==> src/sv/pidhc_pkg.sv <==
// Shared widths, register indexes, reset values and the configuration struct.
package pidhc_pkg;

  localparam int TEMP_W     = 16;
  localparam int MS_W       = 16;
  localparam int TGT_W      = 14;
  localparam int GAIN_W     = 16;
  localparam int LIM_W      = 15;
  localparam int ILIM_W     = 31;
  localparam int ERR_W      = 17;
  localparam int DERR_W     = 18;
  localparam int INTG_W     = 32;
  localparam int ISUM_W     = 34;
  localparam int MUL_A_W    = 34;
  localparam int MUL_B_W    = 16;
  localparam int MUL_P_W    = 50;
  localparam int DIV_N_W    = 36;
  localparam int DIV_D_W    = 16;
  localparam int TERM_W     = 37;
  localparam int SUM_W      = 39;
  localparam int CFG_IDX_W  = 3;
  localparam int CFG_DATA_W = 31;

  // Integral term divides by 256000 = 2^11 * 125.
  localparam int ITERM_SHIFT = 11;
  localparam logic [DIV_D_W-1:0] ITERM_DIV = 16'd125;
  // Derivative term: times 1000, then divide by 256 * ms.
  localparam int DTERM_SHIFT = 8;
  localparam logic [MUL_B_W-1:0] DTERM_SCALE = 16'd1000;
  localparam int PTERM_SHIFT = 8;

  localparam logic [CFG_IDX_W-1:0] REG_TARGET_TEMP    = 3'd0;
  localparam logic [CFG_IDX_W-1:0] REG_KP_GAIN        = 3'd1;
  localparam logic [CFG_IDX_W-1:0] REG_KI_GAIN        = 3'd2;
  localparam logic [CFG_IDX_W-1:0] REG_KD_GAIN        = 3'd3;
  localparam logic [CFG_IDX_W-1:0] REG_OUT_LIMIT      = 3'd4;
  localparam logic [CFG_IDX_W-1:0] REG_INTEGRAL_LIMIT = 3'd5;
  localparam logic [CFG_IDX_W-1:0] REG_RELAY_BAND     = 3'd6;

  localparam logic [TGT_W-1:0]  RST_TARGET_TEMP    = 14'd6400;
  localparam logic [GAIN_W-1:0] RST_KP_GAIN        = 16'd512;
  localparam logic [GAIN_W-1:0] RST_KI_GAIN        = 16'd26;
  localparam logic [GAIN_W-1:0] RST_KD_GAIN        = 16'd128;
  localparam logic [LIM_W-1:0]  RST_OUT_LIMIT      = 15'd25600;
  localparam logic [ILIM_W-1:0] RST_INTEGRAL_LIMIT = 31'd256000000;
  localparam logic [LIM_W-1:0]  RST_RELAY_BAND     = 15'd2560;

  typedef struct packed {
    logic [TGT_W-1:0]  target_temp;
    logic [GAIN_W-1:0] kp_gain;
    logic [GAIN_W-1:0] ki_gain;
    logic [GAIN_W-1:0] kd_gain;
    logic [LIM_W-1:0]  out_limit;
    logic [ILIM_W-1:0] integral_limit;
    logic [LIM_W-1:0]  relay_band;
  } cfg_t;

endpackage

==> src/sv/pidhc_regs.sv <==
// Configuration register file written through the plain write port.
module pidhc_regs (
  input  logic                                  clk,
  input  logic                                  rst,
  input  logic                                  cfg_we,
  input  logic [pidhc_pkg::CFG_IDX_W-1:0]       cfg_index,
  input  logic [pidhc_pkg::CFG_DATA_W-1:0]      cfg_data,
  output pidhc_pkg::cfg_t                       cfg
);

  always_ff @(posedge clk) begin
    if (rst) begin
      cfg.target_temp    <= pidhc_pkg::RST_TARGET_TEMP;
      cfg.kp_gain        <= pidhc_pkg::RST_KP_GAIN;
      cfg.ki_gain        <= pidhc_pkg::RST_KI_GAIN;
      cfg.kd_gain        <= pidhc_pkg::RST_KD_GAIN;
      cfg.out_limit      <= pidhc_pkg::RST_OUT_LIMIT;
      cfg.integral_limit <= pidhc_pkg::RST_INTEGRAL_LIMIT;
      cfg.relay_band     <= pidhc_pkg::RST_RELAY_BAND;
    end else if (cfg_we) begin
      unique case (cfg_index)
        pidhc_pkg::REG_TARGET_TEMP:    cfg.target_temp    <= cfg_data[pidhc_pkg::TGT_W-1:0];
        pidhc_pkg::REG_KP_GAIN:        cfg.kp_gain        <= cfg_data[pidhc_pkg::GAIN_W-1:0];
        pidhc_pkg::REG_KI_GAIN:        cfg.ki_gain        <= cfg_data[pidhc_pkg::GAIN_W-1:0];
        pidhc_pkg::REG_KD_GAIN:        cfg.kd_gain        <= cfg_data[pidhc_pkg::GAIN_W-1:0];
        pidhc_pkg::REG_OUT_LIMIT:      cfg.out_limit      <= cfg_data[pidhc_pkg::LIM_W-1:0];
        pidhc_pkg::REG_INTEGRAL_LIMIT: cfg.integral_limit <= cfg_data[pidhc_pkg::ILIM_W-1:0];
        pidhc_pkg::REG_RELAY_BAND:     cfg.relay_band     <= cfg_data[pidhc_pkg::LIM_W-1:0];
        default: ;  // drop writes to unused indexes
      endcase
    end
  end

endmodule

==> src/sv/pidhc_mul.sv <==
// Shared signed-by-unsigned multiplier with a registered product.
module pidhc_mul (
  input  logic                                  clk,
  input  logic signed [pidhc_pkg::MUL_A_W-1:0]  a,
  input  logic        [pidhc_pkg::MUL_B_W-1:0]  b,
  output logic signed [pidhc_pkg::MUL_P_W-1:0]  prod
);

  logic signed [pidhc_pkg::MUL_P_W:0] full;

  assign full = a * $signed({1'b0, b});

  always_ff @(posedge clk) begin
    prod <= full[pidhc_pkg::MUL_P_W-1:0];
  end

endmodule

==> src/sv/pidhc_div.sv <==
// Shared unsigned restoring divider, two quotient bits per cycle.
module pidhc_div (
  input  logic                                 clk,
  input  logic                                 rst,
  input  logic                                 start,
  input  logic [pidhc_pkg::DIV_N_W-1:0]        dividend,
  input  logic [pidhc_pkg::DIV_D_W-1:0]        divisor,
  output logic                                 busy,
  output logic [pidhc_pkg::DIV_N_W-1:0]        quot
);

  localparam int N     = pidhc_pkg::DIV_N_W;
  localparam int D     = pidhc_pkg::DIV_D_W;
  localparam int STEPS = N / 2;
  localparam int CNT_W = $clog2(STEPS + 1);

  logic [D-1:0]     rem;
  logic [D-1:0]     dvs;
  logic [CNT_W-1:0] cnt;
  logic [D-1:0]     rem_next;
  logic [N-1:0]     quot_next;
  logic [D:0]       trial;

  always_comb begin
    rem_next  = rem;
    quot_next = quot;
    trial     = '0;
    for (int k = 0; k < 2; k++) begin
      trial     = {rem_next, quot_next[N-1]};
      quot_next = {quot_next[N-2:0], 1'b0};
      if (trial >= {1'b0, dvs}) begin
        trial        = trial - {1'b0, dvs};
        quot_next[0] = 1'b1;
      end
      rem_next = trial[D-1:0];
    end
  end

  always_ff @(posedge clk) begin
    if (rst) begin
      cnt <= '0;
    end else if (start) begin
      cnt <= CNT_W'(STEPS);
    end else if (cnt != '0) begin
      cnt <= cnt - 1'b1;
    end
  end

  always_ff @(posedge clk) begin
    if (start) begin
      quot <= dividend;
      rem  <= '0;
      dvs  <= divisor;
    end else if (cnt != '0) begin
      quot <= quot_next;
      rem  <= rem_next;
    end
  end

  assign busy = (cnt != '0);

endmodule

==> src/sv/pid_heat_cool_controller.sv <==
// PID heat/cool controller top level: sequencer, datapath and output register.
//
// Usage:
//   Configuration: pulse cfg_we with cfg_index (0..6) and cfg_data while the
//   block is idle; indexes above 6 are ignored. Registers take effect on the
//   next sample.
//   Input channel: a sample (measured_temp, elapsed_ms) is taken when in_valid
//   is high and in_stall is low. in_stall stays high while a sample is being
//   worked on.
//   Output channel: drive, heat_on and cool_on are held in an output register
//   with out_valid; the transaction completes when out_stall is low.
//   Timing: a sample with elapsed_ms of zero goes straight to the output step
//   and yields a zero result. Any other sample runs five passes through the
//   shared multiplier and two passes through the shared divider before its
//   result reaches out_valid. The next sample is accepted as soon as the
//   result has been moved into the output register, even if the receiver
//   still stalls it. A stalled output holds the sequencer at its final step
//   until the register frees up.
//   Reset: synchronous, active high; restores register defaults, clears the
//   error integral and the prior error, and empties the output register.
module pid_heat_cool_controller (
  input  logic                                   clk,
  input  logic                                   rst,
  input  logic                                   cfg_we,
  input  logic [pidhc_pkg::CFG_IDX_W-1:0]        cfg_index,
  input  logic [pidhc_pkg::CFG_DATA_W-1:0]       cfg_data,
  input  logic                                   in_valid,
  output logic                                   in_stall,
  input  logic signed [pidhc_pkg::TEMP_W-1:0]    measured_temp,
  input  logic        [pidhc_pkg::MS_W-1:0]      elapsed_ms,
  output logic                                   out_valid,
  input  logic                                   out_stall,
  output logic signed [pidhc_pkg::TEMP_W-1:0]    drive,
  output logic                                   heat_on,
  output logic                                   cool_on
);

  typedef enum logic [3:0] {
    S_IDLE, S_EMS, S_SUM, S_CLMP, S_KDDE, S_KIACC, S_SCALE,
    S_DIVI_GO, S_DIVI_WAIT, S_DIVD_GO, S_DIVD_WAIT,
    S_ADD1, S_ADD2, S_LIMIT, S_OUT
  } state_t;

  localparam int P_W = pidhc_pkg::MUL_P_W;
  localparam int A_W = pidhc_pkg::MUL_A_W;
  localparam int T_W = pidhc_pkg::TERM_W;
  localparam int S_W = pidhc_pkg::SUM_W;
  localparam int N_W = pidhc_pkg::DIV_N_W;

  state_t state;
  pidhc_pkg::cfg_t cfg;

  // architectural state
  logic signed [pidhc_pkg::INTG_W-1:0] err_int;
  logic signed [pidhc_pkg::ERR_W-1:0]  prior;

  // per-sample working registers
  logic signed [pidhc_pkg::ERR_W-1:0]  e;
  logic signed [pidhc_pkg::DERR_W-1:0] de;
  logic        [pidhc_pkg::MS_W-1:0]   ms_r;
  logic                                skip;
  logic signed [pidhc_pkg::ISUM_W-1:0] isum;
  logic signed [pidhc_pkg::INTG_W-1:0] acc;
  logic signed [A_W-1:0]               kdde;
  logic signed [T_W-1:0]               p_term;
  logic signed [T_W-1:0]               i_term;
  logic signed [T_W-1:0]               d_term;
  logic                                i_neg;
  logic                                d_neg;
  logic [N_W-1:0]                      i_num;
  logic [N_W-1:0]                      d_num;
  logic signed [S_W-1:0]               pi_sum;
  logic signed [S_W-1:0]               tot;
  logic signed [pidhc_pkg::TEMP_W-1:0] drive_val;

  // shared units
  logic signed [A_W-1:0]                 mul_a;
  logic        [pidhc_pkg::MUL_B_W-1:0]  mul_b;
  logic signed [P_W-1:0]                 prod;
  logic                                  div_start;
  logic [N_W-1:0]                        div_n;
  logic [pidhc_pkg::DIV_D_W-1:0]         div_d;
  logic                                  div_busy;
  logic [N_W-1:0]                        div_q;

  // helpers
  logic signed [pidhc_pkg::ERR_W-1:0]  e_new;
  logic        [P_W-1:0]               prod_mag;
  logic signed [pidhc_pkg::ISUM_W-1:0] p_biased;
  logic signed [pidhc_pkg::ISUM_W-1:0] p_sh;
  logic signed [pidhc_pkg::ISUM_W-1:0] ilim_s;
  logic signed [pidhc_pkg::ISUM_W-1:0] ilim_neg;
  logic signed [S_W-1:0]               olim_s;
  logic signed [S_W-1:0]               olim_neg;
  logic signed [T_W-1:0]               q_pos;
  logic signed [pidhc_pkg::LIM_W+1:0]  dv17;
  logic signed [pidhc_pkg::LIM_W+1:0]  rb17;
  logic signed [pidhc_pkg::LIM_W+1:0]  ol17;
  logic signed [pidhc_pkg::INTG_W-1:0] il32;

  pidhc_regs u_regs (
    .clk       (clk),
    .rst       (rst),
    .cfg_we    (cfg_we),
    .cfg_index (cfg_index),
    .cfg_data  (cfg_data),
    .cfg       (cfg)
  );

  pidhc_mul u_mul (
    .clk  (clk),
    .a    (mul_a),
    .b    (mul_b),
    .prod (prod)
  );

  pidhc_div u_div (
    .clk      (clk),
    .rst      (rst),
    .start    (div_start),
    .dividend (div_n),
    .divisor  (div_d),
    .busy     (div_busy),
    .quot     (div_q)
  );

  assign in_stall = (state != S_IDLE);

  assign e_new = $signed({3'b000, cfg.target_temp}) -
                 $signed({measured_temp[pidhc_pkg::TEMP_W-1], measured_temp});

  assign prod_mag = prod[P_W-1] ? P_W'(-prod) : P_W'(prod);
  // truncate toward zero: bias negatives before the arithmetic shift
  assign p_biased = prod[pidhc_pkg::ISUM_W-1:0] +
                    (prod[P_W-1] ? pidhc_pkg::ISUM_W'(255) : pidhc_pkg::ISUM_W'(0));
  assign p_sh     = p_biased >>> pidhc_pkg::PTERM_SHIFT;

  assign ilim_s   = $signed({3'b000, cfg.integral_limit});
  assign ilim_neg = -ilim_s;
  assign olim_s   = $signed({{(S_W - pidhc_pkg::LIM_W){1'b0}}, cfg.out_limit});
  assign olim_neg = -olim_s;
  assign q_pos    = $signed({1'b0, div_q});

  assign dv17 = {drive_val[pidhc_pkg::TEMP_W-1], drive_val};
  assign rb17 = $signed({2'b00, cfg.relay_band});
  assign ol17 = $signed({2'b00, cfg.out_limit});
  assign il32 = $signed({1'b0, cfg.integral_limit});

  always_comb begin
    unique case (state)
      S_SUM: begin
        mul_a = A_W'(e);
        mul_b = cfg.kp_gain;
      end
      S_CLMP: begin
        mul_a = A_W'(de);
        mul_b = cfg.kd_gain;
      end
      S_KDDE: begin
        mul_a = A_W'(acc);
        mul_b = cfg.ki_gain;
      end
      S_KIACC: begin
        mul_a = kdde;
        mul_b = pidhc_pkg::DTERM_SCALE;
      end
      default: begin
        mul_a = A_W'(e);
        mul_b = ms_r;
      end
    endcase
  end

  assign div_start = (state == S_DIVI_GO) || (state == S_DIVD_GO);
  assign div_n     = (state == S_DIVD_GO) ? d_num : i_num;
  assign div_d     = (state == S_DIVD_GO) ? ms_r : pidhc_pkg::ITERM_DIV;

  // sequencer with its control registers
  always_ff @(posedge clk) begin
    if (rst) begin
      state     <= S_IDLE;
      out_valid <= 1'b0;
      err_int   <= '0;
      prior     <= '0;
    end else begin
      if (out_valid && !out_stall) begin
        out_valid <= 1'b0;
      end
      unique case (state)
        S_IDLE: begin
          if (in_valid) begin
            state <= (elapsed_ms == '0) ? S_OUT : S_EMS;
          end
        end
        S_EMS:       state <= S_SUM;
        S_SUM:       state <= S_CLMP;
        S_CLMP:      state <= S_KDDE;
        S_KDDE:      state <= S_KIACC;
        S_KIACC:     state <= S_SCALE;
        S_SCALE:     state <= S_DIVI_GO;
        S_DIVI_GO:   state <= S_DIVI_WAIT;
        S_DIVI_WAIT: if (!div_busy) state <= S_DIVD_GO;
        S_DIVD_GO:   state <= S_DIVD_WAIT;
        S_DIVD_WAIT: if (!div_busy) state <= S_ADD1;
        S_ADD1:      state <= S_ADD2;
        S_ADD2:      state <= S_LIMIT;
        S_LIMIT: begin
          err_int <= acc;
          prior   <= e;
          state   <= S_OUT;
        end
        S_OUT: begin
          if (!out_valid || !out_stall) begin
            out_valid <= 1'b1;
            state     <= S_IDLE;
          end
        end
        default: state <= S_IDLE;
      endcase
    end
  end

  // datapath registers
  always_ff @(posedge clk) begin
    unique case (state)
      S_IDLE: begin
        if (in_valid) begin
          e         <= e_new;
          ms_r      <= elapsed_ms;
          skip      <= (elapsed_ms == '0);
          drive_val <= '0;
        end
      end
      S_EMS: de <= pidhc_pkg::DERR_W'(e) - pidhc_pkg::DERR_W'(prior);
      S_SUM: isum <= pidhc_pkg::ISUM_W'(err_int) + prod[pidhc_pkg::ISUM_W-1:0];
      S_CLMP: begin
        priority if (isum > ilim_s) acc <= ilim_s[pidhc_pkg::INTG_W-1:0];
        else if (isum < ilim_neg)   acc <= ilim_neg[pidhc_pkg::INTG_W-1:0];
        else                        acc <= isum[pidhc_pkg::INTG_W-1:0];
        p_term <= {{(T_W - pidhc_pkg::ISUM_W){p_sh[pidhc_pkg::ISUM_W-1]}}, p_sh};
      end
      S_KDDE: kdde <= prod[A_W-1:0];
      S_KIACC: begin
        i_neg <= prod[P_W-1];
        i_num <= prod_mag[pidhc_pkg::ITERM_SHIFT +: N_W];
      end
      S_SCALE: begin
        d_neg <= prod[P_W-1];
        d_num <= prod_mag[pidhc_pkg::DTERM_SHIFT +: N_W];
      end
      S_DIVI_WAIT: if (!div_busy) i_term <= i_neg ? -q_pos : q_pos;
      S_DIVD_WAIT: if (!div_busy) d_term <= d_neg ? -q_pos : q_pos;
      S_ADD1: pi_sum <= S_W'(p_term) + S_W'(i_term);
      S_ADD2: tot <= pi_sum + S_W'(d_term);
      S_LIMIT: begin
        priority if (tot > olim_s) drive_val <= olim_s[pidhc_pkg::TEMP_W-1:0];
        else if (tot < olim_neg)   drive_val <= olim_neg[pidhc_pkg::TEMP_W-1:0];
        else                       drive_val <= tot[pidhc_pkg::TEMP_W-1:0];
      end
      S_OUT: begin
        if (!out_valid || !out_stall) begin
          drive   <= drive_val;
          heat_on <= (dv17 > rb17);
          cool_on <= (dv17 < -rb17);
        end
      end
      default: ;
    endcase
  end

`ifndef NO_ASSERTIONS
  a_relay_excl: assert property (@(posedge clk) disable iff (rst)
    out_valid |-> !(heat_on && cool_on))
    else $error("heat and cool both on");

  a_skip_zero: assert property (@(posedge clk) disable iff (rst)
    (state == S_OUT && skip) |-> (drive_val == '0))
    else $error("skipped sample with nonzero drive");

  a_drive_bound: assert property (@(posedge clk) disable iff (rst)
    (state == S_OUT && !skip) |-> (dv17 <= ol17 && dv17 >= -ol17))
    else $error("drive outside out_limit");

  a_integral_bound: assert property (@(posedge clk) disable iff (rst)
    (state == S_OUT && !skip) |-> (err_int <= il32 && err_int >= -il32))
    else $error("error integral outside its limit");

  a_div_idle: assert property (@(posedge clk) disable iff (rst)
    (state == S_IDLE) |-> !div_busy)
    else $error("divider busy while idle");
`endif

endmodule

==> config.mk <==
export PLATFORM = sky130hd
export DESIGN_NAME = pid_heat_cool_controller
export DESIGN_NICKNAME = d
export VERILOG_FILES = /design/src/sv/pidhc_pkg.sv /design/src/sv/pidhc_regs.sv /design/src/sv/pidhc_mul.sv /design/src/sv/pidhc_div.sv /design/src/sv/pid_heat_cool_controller.sv
export SDC_FILE = /design/constraint.sdc
export NUM_CORES = 2
export LEC_CHECK = 0
export BUFFER_PORTS_ARGS = -buffer_cell sky130_fd_sc_hd__buf_4
export CORE_ASPECT_RATIO = 0.9
export CORE_UTILIZATION = 49
export CTS_CLUSTER_DIAMETER = 60
export CTS_CLUSTER_SIZE = 20
export DETAILED_ROUTE_END_ITERATION = 7
export PLACE_DENSITY = 0.76
export SETUP_SLACK_MARGIN = 0.5
export SLEW_MARGIN = 5
export SYNTH_ARGS = -nofsm -noshare
export SYNTH_HDL_FRONTEND = slang
export SYNTH_SLANG_ARGS = --single-unit
==> constraint.sdc <==
create_clock -name clk -period 13.9 [get_ports clk]
set_input_delay 2.78 -clock clk [delete_from_list [all_inputs] [get_ports clk]]
set_output_delay 2.78 -clock clk [all_outputs]
set_load 0.03 [all_outputs]
==> run_results.csv <==
group,metric,value,unit
outcome,status,"finished, violations left",
outcome,violations,"design-rule violations",
clock_tree,cts_tree,"done",
critical_path,reg2reg_from,"state[0]",
clock_tree,cts_resized,0,
drt,vias,45930,
critical_path,path_delay_family,"adder cells",
clock_tree,clk_path_buf_depth,3,
timing,max_slew.worst_pin.slew,1.382,ns
timing,slew_viol_final,0,
critical_path,crit_type,"reg -> reg",
clock_tree,clk_latency,0.67,ns
critical_path,start_kind,"register",
logic_synthesis,yosysTopAreaCellShare,24.57,%
timing,fin_setup_tns,0,ns
critical_path,crit_top_cell,"fa_1",
drt,wirelength,160600,um
logic_synthesis,synthCells,6342,
timing,fin_crit_sh,72.45,%
timing,clock_skew,0.04287,ns
global_route,grt_max_degree,97,
critical_path,slowest_delay,0.77,ns
logic_synthesis,synth_area,0.05965,mm2
timing,rsz0062_at_grt,"no",
timing,hold_viol_final,0,
clock_tree,cts_hold_buf,0,
logic_synthesis,postSynthAreaPerCell,9.405,um2
hold_path,hold_path.class,"reg -> reg",
flow_run,max-cap-violations,0,
floorplan,die_h,333.0,um
clock_tree,post_cts_buffers,0,
drt,wl_per_cell,20.12,um
drt,drt_first_pass_iters,8,
final_layout,areaGrowthSynthToFinish,8.181,%
clock_tree,cts-buffers-inserted,66,
critical_path,critical_path.max_fanout,63,
drt,dr.first_iter.drc_count,4922,
drt,via_per_inst,5.754,
floorplan,std_cell_rows,121,
logic_synthesis,yosysWarnings,0,
final_layout,fin_nets,7370,
logic_synthesis,synthFlopType,"edfxtp_1",
floorplan,dieArea,0.1231,mm2
floorplan,start_util,49.37,%
global_route,grt_pass1_vias,45610,
timing,period_minus_slack,10.07,ns
logic_synthesis,synth_cell_type_count,76,
logic_synthesis,yosysSeqAreaShare,32.82,%
clock_tree,root_buffer,"clkbuf_16",
critical_path,critPathLaunch,"state[0]",
timing,finalSetupViolCount,0,
final_layout,fill_cells,10520,
logic_synthesis,synth_edf_count,488,
logic_synthesis,synthArstFlopShare,0,%
floorplan,ios,91,
logic_synthesis,syn_nets,7383,
drt,remaining_drc_errors,18,
critical_path,worstPathArrival,10.63,ns
global_route,grt_usage,26.30,%
drt,drtAntennaViolNets,0,
place,place.gp.congestion,0.9462,
logic_synthesis,ys_seq_elements,734,
logic_synthesis,yosysTopAreaCell,"edfxtp_1",
critical_path,slowest_stage,"buf_4",
critical_path,cp_data_required_time,14.46,ns
final_layout,drive_gt1_share,5.907,%
clock_tree,cts_max_level,3,
timing,max_freq,0.09929,GHz
global_route,globalRouteOverflowTotal,0,
global_route,grt_pass1_wl,255000,um
hold_path,hold_path_startpoint,"prior[15]",
floorplan,die_w,369.8,um
critical_path,cp-end-kind,"register",
floorplan,core,0.1208,mm2
timing,slew-limit-headroom,7.425,%
place,io_buffers,90,
place,place_hpwl,124900,um
logic_synthesis,synth_area_leaders,"edfxtp_1, fa_1, ha_1",
clock_tree,clkTransAtPathRegs,0.08,ns
critical_path,crit_buf_inv,8,
global_route,antenna_found_initial,2,
clock_tree,clock_sinks,734,
layout by cell type, fill, tap and decap left out, types with 12 or more instances in the layout:
master     synthesis  routed
a211oi_1          27      27
a21boi_0          13      13
a21o_1           140     140
a21oi_1          367     364
a311o_1           14      14
a31o_2            24      24
a31oi_1           32      28
and2_1            33      33
and3_1            40      40
and4_1            23      23
buf_4              0     166
clkbuf_16          0      67
dfxtp_1          246     245
edfxtp_1         488     488
fa_1             519     519
ha_1             451     451
inv_1            840     840
inv_6              0      12
mux2i_1           69      69
nand2_1         1037    1036
nand2b_1          63      63
nand3_1           68      68
nand3b_1          21      21
nand4_1           66      66
nor2_1           381     372
nor2b_1           68      68
nor3_1            81      76
nor4_1            34      33
o211ai_1          20      20
o21a_1            48      48
o21ai_0          231     228
o21bai_1          20      20
o2bb2ai_1         13      13
o31ai_1           21      21
or2_2             17      17
or3_1             50      50
xnor2_1          308     308
xor2_1            62      62
worst paths after layout:
| kind | to | slack (ns) | cells past startpoint |
|---|---|---|---|
| worst min register to register | prior[15] | 0.46 | 2 |
| worst min-delay path | prior[15] | 0.46 | 2 |
| worst max-delay path | u_mul.prod[49] | 3.83 | 33 |
| worst max register to register | u_mul.prod[49] | 3.83 | 33 |
worst min-delay path, cell delays in order, from the launching register on:
cell	delay [ns]
dfxtp_1	0.32
nand2_1	0.05
a21oi_1	0.05
final cells by class:
class                   instances  area, um2  share of cell area, %
multi-input cells            4519      36200                  56.10
clock buffers                  75       1747                  2.707
clock inverters                46      588.1                 0.9113
well taps                    1599       2001                  3.101
repair buffers                166       1246                  1.931
inverters                     842       3162                  4.900
diodes                          1      2.502               0.003878
flip-flops and latches        734      19580                  30.34
logic make-up after synthesis:
| logic type | count (synthesis) | share of synthesized area [%] |
|---|---|---|
| fa+ha+maj | 970 | 26.88 |
| flops | 734 | 32.82 |
| compound gates | 1086 | 11.53 |
| buf+inv | 1089 | 6.853 |
| simple gates | 2017 | 15.19 |
| xor+xnor | 370 | 5.433 |
| mux | 76 | 1.290 |
per-stage QoR:
stage                     cells  utilization [%]  worst slack [ns]  hold WS (ns)  cell area [um2]
after CTS                  7981            53.40             3.960        0.4595            64520
after global placement     7860            51.47             4.205        0.4418            62180
after floorplan            6342                -             4.269        0.4264            59650
after detailed placement   7860            51.47             4.012        0.4478            62180
final                      7982            53.41             3.829        0.4590            64530
after global routing       7981            53.41             3.225        0.4768            64520
synthesized netlist by cell type, types with 27 or more instances:
master    count
a211oi_1     27
a21o_1      140
a21oi_1     367
a31oi_1      32
and2_1       33
and3_1       40
clkbuf_1    233
dfxtp_1     246
edfxtp_1    488
fa_1        519
ha_1        451
inv_1       840
mux2i_1      69
nand2_1    1037
nand2b_1     63
nand3_1      68
nand4_1      66
nor2_1      381
nor2b_1      68
nor3_1       81
nor4_1       34
o21a_1       48
o21ai_0     231
or3_1        50
xnor2_1     308
xor2_1       62
per-layer routing:
metal	track usage (%)	part of all wire, %	vias up
li1	-	-	21160
met1	36.05	42	22350
met2	40.43	44	2043
met3	5.023	9.0	371
met4	11.63	4.9	2
met5	0	0.0081	-
sequential cells by signal (all words and copies together) (netlist names), 17 cells and up:
| signal | count |
|---|---|
| tot | 39 |
| u_regs.cfg | 123 |
| pi_sum | 38 |
| err_int | 32 |
| e | 17 |
| p_term | 26 |
| i_term | 37 |
| acc | 32 |
| d_term | 37 |
| u_mul.prod | 48 |
| kdde | 34 |
| prior | 17 |
| isum | 34 |
| de | 18 |
| u_div.quot | 36 |
| d_num | 36 |
| i_num | 36 |
Power is not shown: default switching activity piles up to over one toggle a cycle in this logic, so the estimate is an artifact.
